==> src/rtl/bsh_pkg.sv <==
// Shared constants, codes and types of the bucketed sorted hash lookup.
package bsh_pkg;

  localparam int MAX_TABLE_BITS_DEF = 12;
  localparam int ENTRIES_DEF        = 65536;

  localparam int START_W = 17;
  localparam int POS_W   = 16;
  localparam int SLOT_W  = 16;
  localparam int KEY_W   = 64;
  localparam int TB_W    = 4;

  localparam logic [TB_W-1:0] TABLE_BITS_RST = 4'd12;

  localparam logic [1:0] OP_WR_START = 2'd0;
  localparam logic [1:0] OP_WR_HASH  = 2'd1;
  localparam logic [1:0] OP_QUERY    = 2'd2;

  typedef enum logic [1:0] {
    ST_IDLE,
    ST_START,
    ST_END,
    ST_SCAN
  } state_t;

  typedef struct packed {
    logic query;
    logic empty;
    logic hash_eq;
    logic hash_gt;
    logic last;
  } fsm_stat_t;

  typedef struct packed {
    logic busy;
    logic ld_key;
    logic ld_start;
    logic ld_end;
    logic scan_init;
    logic scan_adv;
    logic done;
    logic hit;
  } fsm_ctrl_t;

endpackage

==> src/rtl/bsh_fsm.sv <==
// Query sequencer: start read, end read, then for a non-empty bucket one entry compare per cycle.
module bsh_fsm
  import bsh_pkg::*;
(
  input  logic      clk,
  input  logic      rst_n,
  input  fsm_stat_t stat,
  output fsm_ctrl_t ctrl
);

  state_t state_r;
  state_t state_nxt;

  always_ff @(posedge clk) begin
    if (!rst_n) begin
      state_r <= ST_IDLE;
    end else begin
      state_r <= state_nxt;
    end
  end

  always_comb begin
    state_nxt = state_r;
    case (state_r)
      ST_IDLE: begin
        if (stat.query) begin
          state_nxt = ST_START;
        end
      end
      ST_START: begin
        state_nxt = ST_END;
      end
      ST_END: begin
        state_nxt = stat.empty ? ST_IDLE : ST_SCAN;
      end
      ST_SCAN: begin
        if (stat.hash_eq || stat.hash_gt || stat.last) begin
          state_nxt = ST_IDLE;
        end
      end
      default: begin
        state_nxt = ST_IDLE;
      end
    endcase
  end

  always_comb begin
    ctrl = '0;
    case (state_r)
      ST_IDLE: begin
        ctrl.ld_key = stat.query;
      end
      ST_START: begin
        ctrl.busy     = 1'b1;
        ctrl.ld_start = 1'b1;
      end
      ST_END: begin
        ctrl.busy      = 1'b1;
        ctrl.ld_end    = 1'b1;
        ctrl.done      = stat.empty;
        ctrl.scan_init = !stat.empty;
      end
      ST_SCAN: begin
        ctrl.busy = 1'b1;
        if (stat.hash_eq) begin
          ctrl.done = 1'b1;
          ctrl.hit  = 1'b1;
        end else if (stat.hash_gt || stat.last) begin
          ctrl.done = 1'b1;
        end else begin
          ctrl.scan_adv = 1'b1;
        end
      end
      default: begin
        ctrl.busy = 1'b1;
      end
    endcase
  end

endmodule
==> config.mk <==
export PLATFORM = sky130hd
export DESIGN_NAME = bsh_fsm
export DESIGN_NICKNAME = d
export VERILOG_FILES = /design/src/rtl/bsh_pkg.sv /design/src/rtl/bsh_fsm.sv
export SDC_FILE = /design/constraint.sdc
export NUM_CORES = 1
export LEC_CHECK = 0
export ABC_AREA = 1
export BUFFER_PORTS_ARGS = -buffer_cell sky130_fd_sc_hd__buf_2
export CAP_MARGIN = 20
export CORE_AREA = 2 2 39 41
export DETAILED_ROUTE_END_ITERATION = 10
export DIE_AREA = 0 0 41 43
export GPL_ROUTABILITY_DRIVEN = 1
export PLACE_DENSITY_LB_ADDON = 0.15
export SETUP_SLACK_MARGIN = 0.4
export SYNTH_ARGS = -nofsm -noshare
export SYNTH_HDL_FRONTEND = slang
export SYNTH_SLANG_ARGS = --single-unit
==> constraint.sdc <==
create_clock -name clk -period 0.8 [get_ports clk]
set_input_delay 0.08 -clock clk [delete_from_list [all_inputs] [get_ports clk]]
set_output_delay 0.08 -clock clk [all_outputs]
set_load 0.05 [all_outputs]
==> summary.md <==
| Metric | Value |
|---|---|
| Area grow syn2layout | `175%` |
| Vias in the first global route | `214` |
| Tot GR Track Use | `6.41%` |
| Ports | `15` |
| Syn_nets | `37` |
| CP max FO | `5` |
| Period minus WS final | `1090 ps` |
| CP Capture Type | `output port` |
| Port bufs | `14` |
| RSZ-0062 raised after global routing | `true` |
| Die area | `0.00176 mm^2` |
| Core area | `0.00138 mm^2` |
| Initial antenna violation count | `0` |
| Fmax achieved | `920 MHz` |
| Post-route DRC | `0` |
| DR pass1 iterations | `2` |
| Slew @ Worst Pin | `137 ps` |
| Register area share after synthesis | `24.8%` |
| Final setup viols | `10` |
| Status | `complete, but fails checks` |
| First-pass GRT wire length | `724 um` |
| Max reg flops | `2` |
| Final worst slack | `-287 ps` |
| Hold crit path type | `in -> reg` |
| Max_cap viols | `0` |
| Placed cell areas | `305 um^2` |
| TritonCTS clock tree | `yes` |
| Power Total | `0.000622 W` |
| Largest net degree at the start of global routing | `7` |
| Later-pin clock latency in the skew report | `220 ps` |
| Row cnt | `14` |
| Synth Instances | `30` |
| Design area | `444 um^2` |
| Syn Std Cell Area | `161 um^2` |
| Post-Place Cells | `62` |
| DIE WIDTH | `41 um` |
| H-Tree Depth | `1` |
| Dpl ws | `-199 ps` |
| Routed wire length | `473 um` |
| Layout Cells excl Fill | `67` |
| Total leakage power | `0.225 nW` |
| Final Slew Violations | `0` |
| Count of cell types in the netlist | `9` |
| Most flops, register | `state_r` |
| CTS sink cnt | `2` |
| Clk Tree Root Cell | `clkbuf_4` |
| Synthesized area per cell | `5.38 um^2` |
| Power Density | `1400 mW/mm^2` |
| Worst EP arrival | `1010 ps` |
| GR Overflow Total | `0` |
| Antenna Diode Count | `0` |
| Synth area leaders | `dfxtp_1, inv_1, nor2_1, nand2_1, nand2_2` |
| Placed wire-length estimate | `363 um` |
| Final Net Count | `60` |
| Initial drt markers | `1` |
| Count of final hold-check violations | `0` |
| Fin crit share | `136%` |
| Clock skew | `3.10 ps` |
| Worst setup SP type | `flip-flop` |
| Clock transition at path regs | `30 ps` |
| Detail Route Antenna Nets | `0` |
| Synth warnings | `0` |
| Critical Path RT | `720 ps` |
| Worst vdd ir | `923 uV` |
| Die height | `43 um` |
| Share of layout cells above drive strength 1 | `84.3%` |
| Initial Utilization | `11.7%` |
| Clock Path Buffers | `2` |
| Cts bufs inserted | `3` |
| Rel. slew slack | `90.9%` |
| Failing checks | `negative setup slack` |
| DR vias/cell | `3.46` |
| Total number of vias | `232` |
| Synth area leader | `dfxtp_1` |
| CTS hold repair buffers | `0` |
| Crit path kind | `reg -> out` |
| Gpl congestion | `0.661` |
| FF+latch count, synth | `2` |
| WHS | `67.0 ps` |
| DR WL/cell | `7.06 um` |
| Top cell type's share of synthesized area | `24.8%` |
| Regs by FF count | `state_r x2` |
==> metal layers <==
layer / routed length, um / part of all wire [%] / global-route usage, % / vias to the layer above
met4: 0 / 0 / 4.00 / 0
met1: 183 / 39 / 6.07 / 99
met2: 268 / 57 / 9.38 / 5
met3: 21 / 4.4 / 4.71 / 0
met5: 0 / 0 / 0 / -
li1: - / - / - / 128
==> kinds of logic after synthesis <==
kind of cell           count (synthesis)  share of synthesized area, %
AO/OA/AOI/OAI                          1                          3.10
buffers and inverters                 10                          23.3
flip-flops                             2                          24.8
AND/OR/NAND/NOR                       17                          48.8
==> worst paths after layout <==
kind / startpoint / endpoint / slack [ps] / cells past startpoint
max reg2reg: state_r[0] / state_r[1] / -80 / 6
min reg2reg: state_r[0] / state_r[1] / 690 / 4
min: rst_n / state_r[0] / 70 / 3
max: state_r[0] / ctrl[1] / -290 / 3
==> final cells by class <==
| type | instances | area (um^2) |
|---|---|---|
| clock buffers | 3 | 22.5 |
| well taps | 16 | 20.0 |
| repair buffers | 18 | 169 |
| flip-flops and latches | 2 | 47.5 |
| multi-input cells | 18 | 138 |
| inverters | 10 | 47.5 |
| fillers | 153 | 940 |
==> Yosys cell counts (all sizes together) <==
library cell	n
dfxtp	2
inv	10
nand2	7
nand3	2
nor2	8
o21ai	1
==> power breakdown <==
| group | switching (W) | internal [W] | leakage (nW) |
|---|---|---|---|
| clock network | 0.0000537 | 0.000165 | 0.0138 |
| logic | 0.000162 | 0.000112 | 0.194 |
| registers | 0.0000211 | 0.000108 | 0.0178 |
| total | 0.000237 | 0.000385 | 0.225 |
==> cell usage in the layout, fill, tap and decap left out, types with 2 or more instances in the layout <==
cell type   count
clkbuf_4        3
buf_2           6
buf_6           7
dfxtp_4         2
inv_2           3
clkinvlp_4      2
nor2_2          2
nand2_2         6
buf_4           2
buf_8           3
nor2_1          3
nor2_4          3
inv_1           4
==> repair_timing <==
action,4_1_cts,5_1_grt
cloned,0,0
pin swaps,7,2
resized for setup,30,4
setup endpoints to repair,10,10
buffers inserted,2,0
==> critical path: stages, from the launching register on <==
cell and delay (ps):
dfxtp_4 390, nand3_1 140, o21ai_4 90, buf_8 160
==> stage by stage <==
step                      utilization [%]  TNS (ps)
final                                32.1     -2160
after CTS                            31.3     -2370
after global placement               22.1     -1060
after global routing                 32.1     -2670
after detailed placement             22.1     -1050
after floorplan                         -      -643
Power figures use the tool's default switching activity.
